--- src/ttc_collision_threat_classifier_unit_macros.svh ---
// ----------------------------------------------------------------------------
// Collision threat classifier assertion macros
// Concurrent assertion helpers shared by the classifier RTL.
// ----------------------------------------------------------------------------
`ifndef TTC_COLLISION_THREAT_CLASSIFIER_UNIT_MACROS_SVH
`define TTC_COLLISION_THREAT_CLASSIFIER_UNIT_MACROS_SVH

`ifndef ASSERT_OFF

// same-cycle implication
`define TTC_ASSERT_IMP(lbl, clk, rst, ante, cons) \
   lbl: assert property (@(posedge clk) disable iff (rst) (ante) |-> (cons)) \
      else $error("ttc assertion failed: same-cycle implication");

// next-cycle implication
`define TTC_ASSERT_NXT(lbl, clk, rst, ante, cons) \
   lbl: assert property (@(posedge clk) disable iff (rst) (ante) |=> (cons)) \
      else $error("ttc assertion failed: next-cycle implication");

`else

`define TTC_ASSERT_IMP(lbl, clk, rst, ante, cons)
`define TTC_ASSERT_NXT(lbl, clk, rst, ante, cons)

`endif

`endif

--- src/ttc_pkg.sv ---
// ----------------------------------------------------------------------------
// Collision threat classifier package
// Payload, register and status types plus fixed codes and reset values.
// ----------------------------------------------------------------------------
package ttc_pkg;

   // register indexes
   localparam logic [2:0] CSR_TTC_CRITICAL_LIMIT   = 3'd0;
   localparam logic [2:0] CSR_TTC_WARNING_LIMIT    = 3'd1;
   localparam logic [2:0] CSR_EGO_LANE_HALF_WIDTH  = 3'd2;
   localparam logic [2:0] CSR_WARN_ZONE_HALF_WIDTH = 3'd3;
   localparam logic [2:0] CSR_MAX_DISTANCE         = 3'd4;
   localparam logic [2:0] CSR_MIN_CLOSING_SPEED    = 3'd5;
   localparam logic [2:0] CSR_IMMINENT_DISTANCE    = 3'd6;

   // register reset values
   localparam logic [15:0] RST_TTC_CRITICAL_LIMIT   = 16'd384;
   localparam logic [15:0] RST_TTC_WARNING_LIMIT    = 16'd768;
   localparam logic [14:0] RST_EGO_LANE_HALF_WIDTH  = 15'd205;
   localparam logic [14:0] RST_WARN_ZONE_HALF_WIDTH = 15'd410;
   localparam logic [14:0] RST_MAX_DISTANCE         = 15'd7680;
   localparam logic [14:0] RST_MIN_CLOSING_SPEED    = 15'd512;
   localparam logic [14:0] RST_IMMINENT_DISTANCE    = 15'd1024;

   // threat levels
   localparam logic [1:0] LVL_SAFE     = 2'd0;
   localparam logic [1:0] LVL_WARNING  = 2'd1;
   localparam logic [1:0] LVL_CRITICAL = 2'd2;

   // reason codes
   localparam logic [2:0] RSN_SAFE         = 3'd0;
   localparam logic [2:0] RSN_FWD_CRITICAL = 3'd1;
   localparam logic [2:0] RSN_FWD_WARNING  = 3'd2;
   localparam logic [2:0] RSN_IMMINENT     = 3'd3;
   localparam logic [2:0] RSN_LANE_WARNING = 3'd4;

   localparam logic [15:0] TTC_MAX = 16'hFFFF;

   typedef struct packed {
      logic        [15:0] target_id;
      logic signed [15:0] lateral_position;
      logic signed [15:0] distance;
      logic signed [15:0] forward_velocity;
      logic               last;
   } ttc_req_type;

   typedef struct packed {
      logic [15:0] object_id;
      logic [1:0]  level;
      logic [2:0]  reason;
      logic [15:0] time_to_collision;
      logic        ttc_valid;
      logic [1:0]  frame_level;
      logic        frame_end;
   } ttc_rsp_type;

   typedef struct packed {
      logic [15:0] ttc_critical_limit;
      logic [15:0] ttc_warning_limit;
      logic [14:0] ego_lane_half_width;
      logic [14:0] warn_zone_half_width;
      logic [14:0] max_distance;
      logic [14:0] min_closing_speed;
      logic [14:0] imminent_distance;
   } ttc_cfg_type;

   typedef struct packed {
      logic busy;
      logic done;
   } ttc_div_status_type;

   typedef enum logic [1:0] {
      ST_IDLE,
      ST_START,
      ST_DIV,
      ST_FINISH
   } ttc_state_type;

endpackage

--- src/ttc_collision_threat_classifier_unit.sv ---
// ----------------------------------------------------------------------------
// Collision threat classifier
// Classifies one tracked object per beat as safe, warning or critical from
// its lateral offset, distance and time to collision; keeps a per-frame
// worst level.
//
//   Channel   Direction   Handshake             Beat
//   req_      in          req_valid/req_ready   ttc_req_type
//   rsp_      out         rsp_valid/rsp_ready   ttc_rsp_type
//   csr_      in          csr_valid/csr_ready   csr_index, csr_data
//
// An approaching object's time to collision comes from the serial divider,
// which produces one quotient bit per cycle over 15 + FRACTION_BITS bits;
// any other object skips the divider. One object is in work at a time; the
// result register lets the next object be accepted while a result waits on
// rsp_ready. Reset is synchronous and clears the sequencer, the result valid
// and the frame level, and loads the limit registers with their reset values.
// ----------------------------------------------------------------------------
`include "ttc_collision_threat_classifier_unit_macros.svh"

module ttc_collision_threat_classifier_unit #(
   parameter int FRACTION_BITS = 8
) (
   input  logic                 clock,
   input  logic                 reset,
   input  logic                 req_valid,
   output logic                 req_ready,
   input  ttc_pkg::ttc_req_type req_payload,
   output logic                 rsp_valid,
   input  logic                 rsp_ready,
   output ttc_pkg::ttc_rsp_type rsp_payload,
   input  logic                 csr_valid,
   output logic                 csr_ready,
   input  logic [2:0]           csr_index,
   input  logic [15:0]          csr_data
);
   import ttc_pkg::*;

   localparam int          QW        = 15 + FRACTION_BITS;
   localparam logic [15:0] LAT_LIMIT = 16'((5 << FRACTION_BITS) >> 1);
   localparam logic [17:0] LANE_WARN = 18'(20 << FRACTION_BITS);

   ttc_cfg_type        cfg;
   ttc_div_status_type div_status;
   logic [QW-1:0]      quotient;
   logic [QW-1:0]      dividend;

   ttc_state_type state_ff, state_in;
   ttc_req_type   item_ff, item_in;
   ttc_rsp_type   rsp_ff, rsp_in;
   logic          rsp_valid_ff, rsp_valid_in;
   logic [1:0]    worst_ff, worst_in;

   logic          req_ready_c;
   logic          div_start;
   logic          finish_en;

   // object geometry
   logic [15:0]        lat;
   logic [14:0]        fwd_dist;
   logic               in_window;
   logic signed [16:0] vy_ext;
   logic signed [16:0] min_neg;
   logic               approaching;
   logic [15:0]        speed;
   logic               in_lane;
   logic               imminent;
   logic               in_zone;

   // classification
   logic [15:0] ttc_sat;
   logic        q_lt_crit;
   logic        q_lt_warn;
   logic [1:0]  level;
   logic [2:0]  reason;
   logic [15:0] ttc;
   logic        ttc_ok;
   logic [1:0]  frame_level;

   ttc_csr u_csr (
      .clock     (clock),
      .reset     (reset),
      .csr_valid (csr_valid),
      .csr_ready (csr_ready),
      .csr_index (csr_index),
      .csr_data  (csr_data),
      .cfg       (cfg)
   );

   ttc_div #(
      .DIVIDEND_W (QW),
      .DIVISOR_W  (16)
   ) u_div (
      .clock    (clock),
      .reset    (reset),
      .start    (div_start),
      .dividend (dividend),
      .divisor  (speed),
      .quotient (quotient),
      .status   (div_status)
   );

   always_comb begin
      lat = item_ff.lateral_position[15] ? 16'(~item_ff.lateral_position + 16'sd1)
                                         : item_ff.lateral_position;
      fwd_dist  = item_ff.distance[14:0];
      in_window = !item_ff.distance[15] && (fwd_dist != '0)
                  && (fwd_dist <= cfg.max_distance) && (lat <= LAT_LIMIT);
      vy_ext      = {item_ff.forward_velocity[15], item_ff.forward_velocity};
      min_neg     = 17'sd0 - $signed({2'b00, cfg.min_closing_speed});
      approaching = vy_ext < min_neg;
      speed       = 16'(~item_ff.forward_velocity + 16'sd1);
      in_lane     = lat < {1'b0, cfg.ego_lane_half_width};
      imminent    = fwd_dist < cfg.imminent_distance;
      in_zone     = (lat < {1'b0, cfg.warn_zone_half_width}) && approaching
                    && ({3'b000, fwd_dist} < LANE_WARN);
      dividend    = {fwd_dist, {FRACTION_BITS{1'b0}}};
   end

   always_comb begin
      ttc_sat   = (|quotient[QW-1:16]) ? TTC_MAX : quotient[15:0];
      q_lt_crit = quotient < {{(QW-16){1'b0}}, cfg.ttc_critical_limit};
      q_lt_warn = quotient < {{(QW-16){1'b0}}, cfg.ttc_warning_limit};
      level  = LVL_SAFE;
      reason = RSN_SAFE;
      ttc    = '0;
      ttc_ok = 1'b0;
      if (in_window) begin
         if (in_lane && approaching) begin
            ttc_ok = 1'b1;
            ttc    = ttc_sat;
            if (q_lt_crit) begin
               level  = LVL_CRITICAL;
               reason = RSN_FWD_CRITICAL;
            end else if (q_lt_warn) begin
               level  = LVL_WARNING;
               reason = RSN_FWD_WARNING;
            end
         end else if (in_lane && imminent) begin
            level  = LVL_CRITICAL;
            reason = RSN_IMMINENT;
         end else if (in_zone) begin
            ttc_ok = 1'b1;
            ttc    = ttc_sat;
            if (q_lt_warn) begin
               level  = LVL_WARNING;
               reason = RSN_LANE_WARNING;
            end
         end
      end
      frame_level = (level > worst_ff) ? level : worst_ff;
   end

   // sequencer: next state
   always_comb begin
      state_in = state_ff;
      unique case (state_ff)
         ST_IDLE: begin
            if (req_valid) state_in = ST_START;
         end
         ST_START: begin
            state_in = approaching ? ST_DIV : ST_FINISH;
         end
         ST_DIV: begin
            if (div_status.done) state_in = ST_FINISH;
         end
         ST_FINISH: begin
            if (!rsp_valid_ff || rsp_ready) state_in = ST_IDLE;
         end
         default: state_in = ST_IDLE;
      endcase
   end

   // sequencer: outputs
   always_comb begin
      req_ready_c = 1'b0;
      div_start   = 1'b0;
      finish_en   = 1'b0;
      unique case (state_ff)
         ST_IDLE:   req_ready_c = 1'b1;
         ST_START:  div_start   = approaching;
         ST_DIV:    ;
         ST_FINISH: finish_en   = !rsp_valid_ff || rsp_ready;
         default:   ;
      endcase
   end

   always_comb begin
      item_in      = item_ff;
      rsp_in       = rsp_ff;
      rsp_valid_in = rsp_valid_ff;
      worst_in     = worst_ff;
      if (req_valid && req_ready_c) item_in = req_payload;
      if (rsp_valid_ff && rsp_ready) rsp_valid_in = 1'b0;
      if (finish_en) begin
         rsp_valid_in             = 1'b1;
         rsp_in.object_id         = item_ff.target_id;
         rsp_in.level             = level;
         rsp_in.reason            = reason;
         rsp_in.time_to_collision = ttc;
         rsp_in.ttc_valid         = ttc_ok;
         rsp_in.frame_level       = frame_level;
         rsp_in.frame_end         = item_ff.last;
         // clear the frame after its last object
         worst_in = item_ff.last ? LVL_SAFE : frame_level;
      end
   end

   always_ff @(posedge clock) begin
      if (reset) begin
         state_ff     <= ST_IDLE;
         rsp_valid_ff <= 1'b0;
         worst_ff     <= LVL_SAFE;
      end else begin
         state_ff     <= state_in;
         rsp_valid_ff <= rsp_valid_in;
         worst_ff     <= worst_in;
      end
   end

   always_ff @(posedge clock) begin
      item_ff <= item_in;
      rsp_ff  <= rsp_in;
   end

   assign req_ready   = req_ready_c;
   assign rsp_valid   = rsp_valid_ff;
   assign rsp_payload = rsp_ff;

   `TTC_ASSERT_NXT(a_busy_after_accept, clock, reset, req_valid && req_ready, !req_ready)
   `TTC_ASSERT_IMP(a_frame_not_below_level, clock, reset, rsp_valid, rsp_payload.frame_level >= rsp_payload.level)
   `TTC_ASSERT_IMP(a_ttc_zero_when_unused, clock, reset, rsp_valid && !rsp_payload.ttc_valid, rsp_payload.time_to_collision == 16'd0)
   `TTC_ASSERT_IMP(a_div_done_in_div_state, clock, reset, div_status.done, state_ff == ST_DIV)

endmodule

--- src/ttc_csr.sv ---
// ----------------------------------------------------------------------------
// Collision threat classifier register file
// Holds the seven limit registers, written through the csr channel.
// ----------------------------------------------------------------------------
module ttc_csr (
   input  logic               clock,
   input  logic               reset,
   input  logic               csr_valid,
   output logic               csr_ready,
   input  logic [2:0]         csr_index,
   input  logic [15:0]        csr_data,
   output ttc_pkg::ttc_cfg_type cfg
);
   import ttc_pkg::*;

   ttc_cfg_type cfg_ff, cfg_in;

   assign csr_ready = 1'b1;
   assign cfg       = cfg_ff;

   always_comb begin
      cfg_in = cfg_ff;
      if (csr_valid) begin
         unique case (csr_index)
            CSR_TTC_CRITICAL_LIMIT:   cfg_in.ttc_critical_limit   = csr_data;
            CSR_TTC_WARNING_LIMIT:    cfg_in.ttc_warning_limit    = csr_data;
            CSR_EGO_LANE_HALF_WIDTH:  cfg_in.ego_lane_half_width  = csr_data[14:0];
            CSR_WARN_ZONE_HALF_WIDTH: cfg_in.warn_zone_half_width = csr_data[14:0];
            CSR_MAX_DISTANCE:         cfg_in.max_distance         = csr_data[14:0];
            CSR_MIN_CLOSING_SPEED:    cfg_in.min_closing_speed    = csr_data[14:0];
            CSR_IMMINENT_DISTANCE:    cfg_in.imminent_distance    = csr_data[14:0];
            default: ;  // drop writes to unmapped indexes
         endcase
      end
   end

   always_ff @(posedge clock) begin
      if (reset) begin
         cfg_ff.ttc_critical_limit   <= RST_TTC_CRITICAL_LIMIT;
         cfg_ff.ttc_warning_limit    <= RST_TTC_WARNING_LIMIT;
         cfg_ff.ego_lane_half_width  <= RST_EGO_LANE_HALF_WIDTH;
         cfg_ff.warn_zone_half_width <= RST_WARN_ZONE_HALF_WIDTH;
         cfg_ff.max_distance         <= RST_MAX_DISTANCE;
         cfg_ff.min_closing_speed    <= RST_MIN_CLOSING_SPEED;
         cfg_ff.imminent_distance    <= RST_IMMINENT_DISTANCE;
      end else begin
         cfg_ff <= cfg_in;
      end
   end

endmodule

--- src/ttc_div.sv ---
// ----------------------------------------------------------------------------
// Collision threat classifier divider
// Restoring radix-2 divider, one quotient bit per cycle, shared subtractor.
// ----------------------------------------------------------------------------
module ttc_div #(
   parameter int DIVIDEND_W = 23,
   parameter int DIVISOR_W  = 16
) (
   input  logic                        clock,
   input  logic                        reset,
   input  logic                        start,
   input  logic [DIVIDEND_W-1:0]       dividend,
   input  logic [DIVISOR_W-1:0]        divisor,
   output logic [DIVIDEND_W-1:0]       quotient,
   output ttc_pkg::ttc_div_status_type status
);
   import ttc_pkg::*;

   localparam int CW = $clog2(DIVIDEND_W);

   logic                  busy_ff, busy_in;
   logic                  done_ff, done_in;
   logic [CW-1:0]         cnt_ff, cnt_in;
   logic [DIVISOR_W-1:0]  rem_ff, rem_in;
   logic [DIVIDEND_W-1:0] quo_ff, quo_in;
   logic [DIVISOR_W-1:0]  dvs_ff, dvs_in;

   logic [DIVISOR_W:0]    trial;
   logic [DIVISOR_W:0]    diff;
   logic                  fits;

   // shift in the next dividend bit and try one subtract
   always_comb begin
      trial = {rem_ff, quo_ff[DIVIDEND_W-1]};
      diff  = trial - {1'b0, dvs_ff};
      fits  = trial >= {1'b0, dvs_ff};
   end

   always_comb begin
      busy_in = busy_ff;
      done_in = 1'b0;
      cnt_in  = cnt_ff;
      rem_in  = rem_ff;
      quo_in  = quo_ff;
      dvs_in  = dvs_ff;
      if (start) begin
         busy_in = 1'b1;
         cnt_in  = CW'(DIVIDEND_W - 1);
         rem_in  = '0;
         quo_in  = dividend;
         dvs_in  = divisor;
      end else if (busy_ff) begin
         rem_in = fits ? diff[DIVISOR_W-1:0] : trial[DIVISOR_W-1:0];
         quo_in = {quo_ff[DIVIDEND_W-2:0], fits};
         cnt_in = cnt_ff - CW'(1);
         if (cnt_ff == '0) begin
            busy_in = 1'b0;
            done_in = 1'b1;
         end
      end
   end

   always_ff @(posedge clock) begin
      if (reset) begin
         busy_ff <= 1'b0;
         done_ff <= 1'b0;
         cnt_ff  <= '0;
      end else begin
         busy_ff <= busy_in;
         done_ff <= done_in;
         cnt_ff  <= cnt_in;
      end
   end

   always_ff @(posedge clock) begin
      rem_ff <= rem_in;
      quo_ff <= quo_in;
      dvs_ff <= dvs_in;
   end

   assign quotient    = quo_ff;
   assign status.busy = busy_ff;
   assign status.done = done_ff;

endmodule
--- config.mk ---
export PLATFORM = sky130hd
export DESIGN_NAME = ttc_collision_threat_classifier_unit
export DESIGN_NICKNAME = d
export VERILOG_FILES = /design/src/ttc_pkg.sv /design/src/ttc_collision_threat_classifier_unit.sv /design/src/ttc_csr.sv /design/src/ttc_div.sv
export VERILOG_INCLUDE_DIRS = /design/src /design/src/src
export SDC_FILE = /design/constraint.sdc
export NUM_CORES = 1
export LEC_CHECK = 0
export ABC_AREA = 1
export BUFFER_PORTS_ARGS = -buffer_cell sky130_fd_sc_hd__buf_2
export CAP_MARGIN = 20
export CORE_MARGIN = 3
export CORE_UTILIZATION = 55
export CTS_CLUSTER_DIAMETER = 100
export DETAILED_ROUTE_END_ITERATION = 8
export GPL_ROUTABILITY_DRIVEN = 0
export PLACE_DENSITY = 0.75
export RECOVER_POWER = 25
export SLEW_MARGIN = 5
export SYNTH_ARGS = -nofsm -noshare
export SYNTH_HDL_FRONTEND = slang
export SYNTH_SLANG_ARGS = --single-unit
export TNS_END_PERCENT = 100
--- constraint.sdc ---
create_clock -name clock -period 4.9 [get_ports clock]
set_input_delay 0.49 -clock clock [delete_from_list [all_inputs] [get_ports clock]]
set_output_delay 0.49 -clock clock [all_outputs]
set_load 0.02 [all_outputs]
==> results.toml, run 1 <==
[placed_design]
place.detailed.instances = 2009
dp_slack_ps = 147.5
io_buffer_count = 131
place.detailed.hpwl_mm = 23.71

[setup_path]
critical_path.reg2reg.startpoint = "u_csr.cfg[15]"
worstSetupEndpointType = "flop"
worst_r2r_path_depth = 29
worstPathArrival_ps = 4840
setup.worst_path.start_class = "flop"
worst_path_max_delay_cell = "sky130_fd_sc_hd__dfxtp_1"
crit_path_max_incr_delay_ps = 330
critPathRequiredTime_ps = 5200
timing.rr.end = "rsp_payload[1]"
path_delay_family = "simple AND/OR/NAND/NOR gates"
crit_path_max_fanout = 4
crit_type = "flop to flop"
timing.critical_path.mode_cell = "sky130_fd_sc_hd__nand2_1"
reg2reg_slack_ps = 370
buf_inv_on_cp = 3

[timing]
timing.final.crit_share_pct = 92.55
clock.fmax_mhz = 220.5
setup_slack_ps = 365.2
finalSetupTns_ps = 0
finalHoldViolations = 0
slew_headroom_pct = -15.24
worst_pin_slew_ps = 1729
finalWorstPathRequiredPeriod_ps = 4535
finish_stage_setup_viols = 0
skew_ps = 9.785
finalMaxSlewViolations = 64

[status]
outcome = "finished with violations"
violated_checks = "capacitance limit, slew limit"

[layout]
fillCellCount = 2148
num-nets-final = 1932
regArea_um2 = 6977
fin_cells = 2065
diodes = 0
multi_input_area_um2 = 6100
synthToLayoutAreaGrowth_pct = 13.68
layout-drive-gt1-share_pct = 13.49

[pwr]
power_share_of_the_combinational_group_pct = 23.5
p_clk_share_pct = 32.6
power_frac_seq_pct = 43.9
power.static_leakage_nw = 7.109
power.internal_w = 0.004742
power.density_cell_area_nw_per_um2 = 427.3
power_switching_w = 0.002159
net_switching_share_of_the_total_power_pct = 31.29
max-vdd-ir-drop_mv = 0.3458

[routing]
initialDrtViolationCount = 755
ant_nets = 0
drcViolationCount = 0
detail_route.first_pass.iterations = 5
num_vias = 11151
via_per_inst = 5.400
post_drt_wl_per_cell_um = 15.80
route.final.wire_length_mm = 32.62

[global_routing]
grt_overflow = 0
grt_pass1_wl_mm = 52.26
grt_antenna_before_repair = 0
grt_util_all_layers_pct = 22.75
first_global_vias = 10726
grt_start_max_net_pins = 64

[yosys]
synth-warning-count = 0
most_frequently_used_flop_master_after_synthesis = "sky130_fd_sc_hd__dfxtp_1"
synth_cells = 1583
synth_area_per_cell_um2 = 8.976
yosys.area.top_type = "sky130_fd_sc_hd__edfxtp_1"
yosys_register_bits = 280
synth_top_cells_by_area = "sky130_fd_sc_hd__edfxtp_1 29%, sky130_fd_sc_hd__dfxtp_1 20%, sky130_fd_sc_hd__ha_1 11%"
yosys.cell_count.top_type = "sky130_fd_sc_hd__inv_1"
synth_enable_flop_cells = 137
yosys.cell_types.count = 53
synthArstFlopShare_pct = 0
synth.cell_area_um2 = 14210
synth_seq_area_share_pct = 49.10
leading_post_synthesis_cells_by_instance_count = "244 x sky130_fd_sc_hd__inv_1, 241 x sky130_fd_sc_hd__nand2_1, 155 x sky130_fd_sc_hd__a21oi_1"
netlist.area_leader.share_pct = 28.95
syn-num-nets = 1803

[cts]
hold_buffer_count_at_cts = 0
cts.reportedPaths.clkPinSlew_ps = 60
cts_buffers = 29
clk_root_buffer_cell = "sky130_fd_sc_hd__clkbuf_16"
cts.path.max_buffers = 3
total_clock_sinks = 280
clk_latency_ps = 550
cts_max_level = 1
cts_tree = "yes"

[die]
design.portCount = 133
dieArea_um2 = 27800
die_y_um = 166.7
fp-row-count = 58
die_w_um = 166.7
core_area_um2 = 25250
initial_utilization_pct = 56.26

[worst_hold_path]
timing.hold.worst.start = "req_payload[26]"
hold_path_end = "dividend[17]"
timing.hold.worst_path_depth = 1
hold_class = "input pin to flop"

[flow_run]
max_cap_viol_count = 1
==> cell usage in the layout (no fill, tap or decap), drive strengths merged, types with 6 or more instances in the layout <==
cell / instances
nand3: 52
edfxtp: 137
a31oi: 6
xor2: 23
nand4: 15
clkbuf: 46
a22oi: 11
ha: 130
nand2: 250
clkinv: 12
o21ai: 130
nor2: 118
inv: 256
nor3: 22
xnor2: 19
o211ai: 25
a21oi: 160
buf: 133
dfxtp: 143
==> metrics by stage <==
step / hold slack (ps) / instance area (um^2) / power [W] / utilization [%]
after global placement: 400.9 / 15140 / 0.004610 / 59.93
after CTS: 97.13 / 16120 / 0.006929 / 63.82
after global routing: 89.09 / 16150 / 0.007292 / 63.96
after detailed placement: 405.4 / 15140 / 0.004683 / 59.93
after floorplan: 400.3 / 14210 / 0.004184 / -
final: 115.3 / 16150 / 0.006901 / 63.96
==> per-layer routing <==
metal	GRT usage (%)	share of wire, %
met1	30.62	43
met2	38.03	46
met3	3.299	7.2
met5	0	0
met4	7.712	3.3
==> layout make-up <==
class | count | area share (%)
multi-input cells | 1004 | 37.76
repair buffers | 141 | 4.462
well taps | 330 | 2.556
flip-flops and latches | 280 | 43.19
inverters | 256 | 5.949
clock inverters | 16 | 1.116
clock buffers | 38 | 4.958
==> how the worst max path moves through the flow <==
stage	from	cells past startpoint	end	slack [ps]
global placement	u_csr.cfg[15]	29	rsp_payload[1]	430
detailed placement	u_csr.cfg[15]	29	rsp_payload[1]	150
CTS	u_csr.cfg[15]	29	rsp_payload[1]	140
finish	u_csr.cfg[15]	29	rsp_payload[1]	370
global route	u_csr.cfg[15]	30	rsp_payload[1]	-8
floorplan	u_csr.cfg[15]	29	rsp_payload[1]	710
==> cell families (layout without fill, tap and decap cells) <==
family          count (synthesis)  count (layout)  synth area share (%)
simple gates                  474             474                 14.68
compound gates                356             356                 13.83
buf+inv                       299             451                 8.181
flops                         280             280                 49.10
fa+ha+maj                     131             131                 11.59
xor+xnor                       42              42                 2.589
other cells                     1               1               0.02639
==> state kept, by name, indices dropped and copies added (netlist names) <==
register and flops:
dividend 15, item_ff 50, rsp_payload 41, rsp_valid 1, state_ff 2, u_csr.cfg 107, u_div.busy_ff 1, u_div.cnt_ff 5
u_div.done_ff 1, u_div.dvs_ff 16, u_div.quotient 23, u_div.rem_ff 16, worst_ff 2
==> repair_timing <==
item	in CTS	in global routing
buffers inserted	0	2
endpoints found under the setup margin	0	22
resized for setup	0	7
==> power by group through the flow <==
| stage | clock (W) | combinational, W | sequential [W] |
|---|---|---|---|
| after CTS | 0.00228 | 0.00162 | 0.00303 |
| after global routing | 0.00238 | 0.00185 | 0.00306 |
| final | 0.00225 | 0.00162 | 0.00303 |
| after floorplan | 0 | 0.00114 | 0.00305 |
| after detailed placement | 0 | 0.00161 | 0.00308 |
| after global placement | 0 | 0.00154 | 0.00307 |
(Power assumes the default switching activity.)
==> inputs of run 2 (changes only) <==
- RECOVER_POWER: 25 -> 50
==> results.toml, run 2 (same netlist as run 1, synthesis figures left out) <==
[status]
outcome = "finished with violations"
violated_checks = "capacitance limit, slew limit"

[setup_path]
crit_type = "flop to flop"
crit_path_max_fanout = 4
worst_path_max_delay_cell = "sky130_fd_sc_hd__dfxtp_1"
timing.critical_path.mode_cell = "sky130_fd_sc_hd__nand2_1"
worstPathArrival_ps = 4850
critPathRequiredTime_ps = 5200
worstSetupEndpointType = "flop"
crit_path_max_incr_delay_ps = 330
setup.worst_path.start_class = "flop"

[pwr]
power.density_cell_area_nw_per_um2 = 428.1
net_switching_share_of_the_total_power_pct = 31.27
max-vdd-ir-drop_mv = 0.3464
power_switching_w = 0.002155
power_frac_seq_pct = 44.1
power.internal_w = 0.004737
power.static_leakage_nw = 7.001
power_share_of_the_combinational_group_pct = 23.4
p_clk_share_pct = 32.5

[die]
core_area_um2 = 25250
die_w_um = 166.7
dieArea_um2 = 27800
fp-row-count = 58
die_y_um = 166.7
initial_utilization_pct = 56.26
design.portCount = 133

[layout]
mostFrequentLayoutCells = "246 x sky130_fd_sc_hd__inv_1, 240 x sky130_fd_sc_hd__nand2_1, 155 x sky130_fd_sc_hd__a21oi_1, 143 x sky130_fd_sc_hd__dfxtp_1, 137 x sky130_fd_sc_hd__edfxtp_1"
layout.core_utilization_pct = 63.75
fin_cells = 2065
fin_area_um2 = 16100
layout.cells.most_common = "sky130_fd_sc_hd__inv_1"
num-nets-final = 1932
largest_register_ffs = 107
layout-drive-gt1-share_pct = 11.24
fillCellCount = 2166
diodes = 0
synthToLayoutAreaGrowth_pct = 13.31

[flow_run]
max_cap_viol_count = 3

[cts]
cts_tree = "yes"
cts.reportedPaths.clkPinSlew_ps = 60
clk_root_buffer_cell = "sky130_fd_sc_hd__clkbuf_16"
cts_buffers = 29
clk_latency_ps = 550
cts_max_level = 1
cts.path.max_buffers = 3
total_clock_sinks = 280

[timing]
clock.fmax_mhz = 219.7
worst_pin_slew_ps = 1986
skew_ps = 12.14
finalMaxSlewViolations = 151
slew_headroom_pct = -32.41
timing.final.crit_share_pct = 92.88
finalWorstPathRequiredPeriod_ps = 4551
finish_stage_setup_viols = 0
finalHoldViolations = 0

[routing]
num_vias = 11147
wl_met1_mm = 14.21
wire_length_on_met3_mm = 2.263
post_drt_wl_per_cell_um = 15.83
routed-wl-met2_mm = 15.13
detail_route.first_pass.iterations = 5
drcViolationCount = 0
via_per_inst = 5.398
ant_nets = 0
maxUsedRoutingLayer = "met4"
route.final.wire_length_mm = 32.69
initialDrtViolationCount = 708

[global_routing]
grt_overflow = 0
grt_util_all_layers_pct = 22.75
grt_pass1_wl_mm = 52.26
grt_antenna_before_repair = 0
first_global_vias = 10726
grt_start_max_net_pins = 64

[placed_design]
place.detailed.hpwl_mm = 23.71
io_buffer_count = 131
place.detailed.instances = 2009
dpl-instance-area_um2 = 15140

[worst_hold_path]
hold_class = "input pin to flop"
## run 2: changes by cell type in the layout (fill, tap and decap cells not counted)
cell	delta
sky130_fd_sc_hd__clkbuf_1	+38
sky130_fd_sc_hd__inv_2	-1
sky130_fd_sc_hd__inv_1	+1
sky130_fd_sc_hd__buf_2	-36
sky130_fd_sc_hd__buf_4	-2
## run 2: stage by stage
step | setup slack [ps] | hold slack, ps | total power (W) | setup TNS, ps
finish | 349.0 | 115.2 | 0.006892 | 0
detailed placement | 147.5 | 405.4 | 0.004683 | 0
global placement | 433.0 | 400.9 | 0.004610 | 0
global route | -8.153 | 89.09 | 0.007289 | -8.153
floorplan | 710.2 | 400.3 | 0.004184 | 0
CTS | 138.2 | 97.13 | 0.006929 | 0
## run 2: timing repair
item                       CTS  global route
hold buffers                 0             0
resized for setup            0             7
buffers inserted             0             2
setup endpoints to repair    0            22
## run 2: path summary, 6_finish.rpt
path,startpoint,endpoint,slack [ps],cells after the start
worst min-delay path,req_payload[23],dividend[14],120,1
worst max-delay path,u_csr.cfg[15],rsp_payload[1],350,29
worst min register to register,item_ff[57],rsp_payload[33],420,0
worst max register to register,u_csr.cfg[15],rsp_payload[1],350,29
## run 2: metal layers
layer	GRT usage (%)	vias up
met1	30.62	5145
met2	38.03	362
met4	7.712	0
met3	3.299	70
met5	0	-
li1	-	5570
## run 2: area by class of cell
| type | instances | area, um^2 | area share, % |
|---|---|---|---|
| tap | 330 | 412.9 | 2.565 |
| timing repair buffer | 141 | 668.1 | 4.150 |
| sequential | 280 | 6977 | 43.34 |
| clock buffer | 38 | 800.8 | 4.974 |
| clock inverter | 16 | 180.2 | 1.119 |
| inverter | 256 | 960.9 | 5.969 |
| multi-input combinational | 1004 | 6100 | 37.89 |
## run 2: critical path, delay by kind of cell, from the launching register on
| kind | cells | cell delay (ps) |
|---|---|---|
| and+or+nand+nor | 18 | 2330 |
| DFF | 1 | 330 |
| xor gates and xnor gates | 1 | 180 |
| AOI/OAI and AO/OA | 4 | 520 |
| adders and majority gates | 3 | 730 |
| buffers and inverters | 3 | 200 |
## run 2: power groups by stage
stage               Clock (W)  Sequential [W]  Combinational (W)
floorplan                   0         0.00305            0.00114
global placement            0         0.00307            0.00154
detailed placement          0         0.00308            0.00161
CTS                   0.00228         0.00303            0.00162
global route          0.00238         0.00306            0.00184
finish                0.00224         0.00304            0.00162
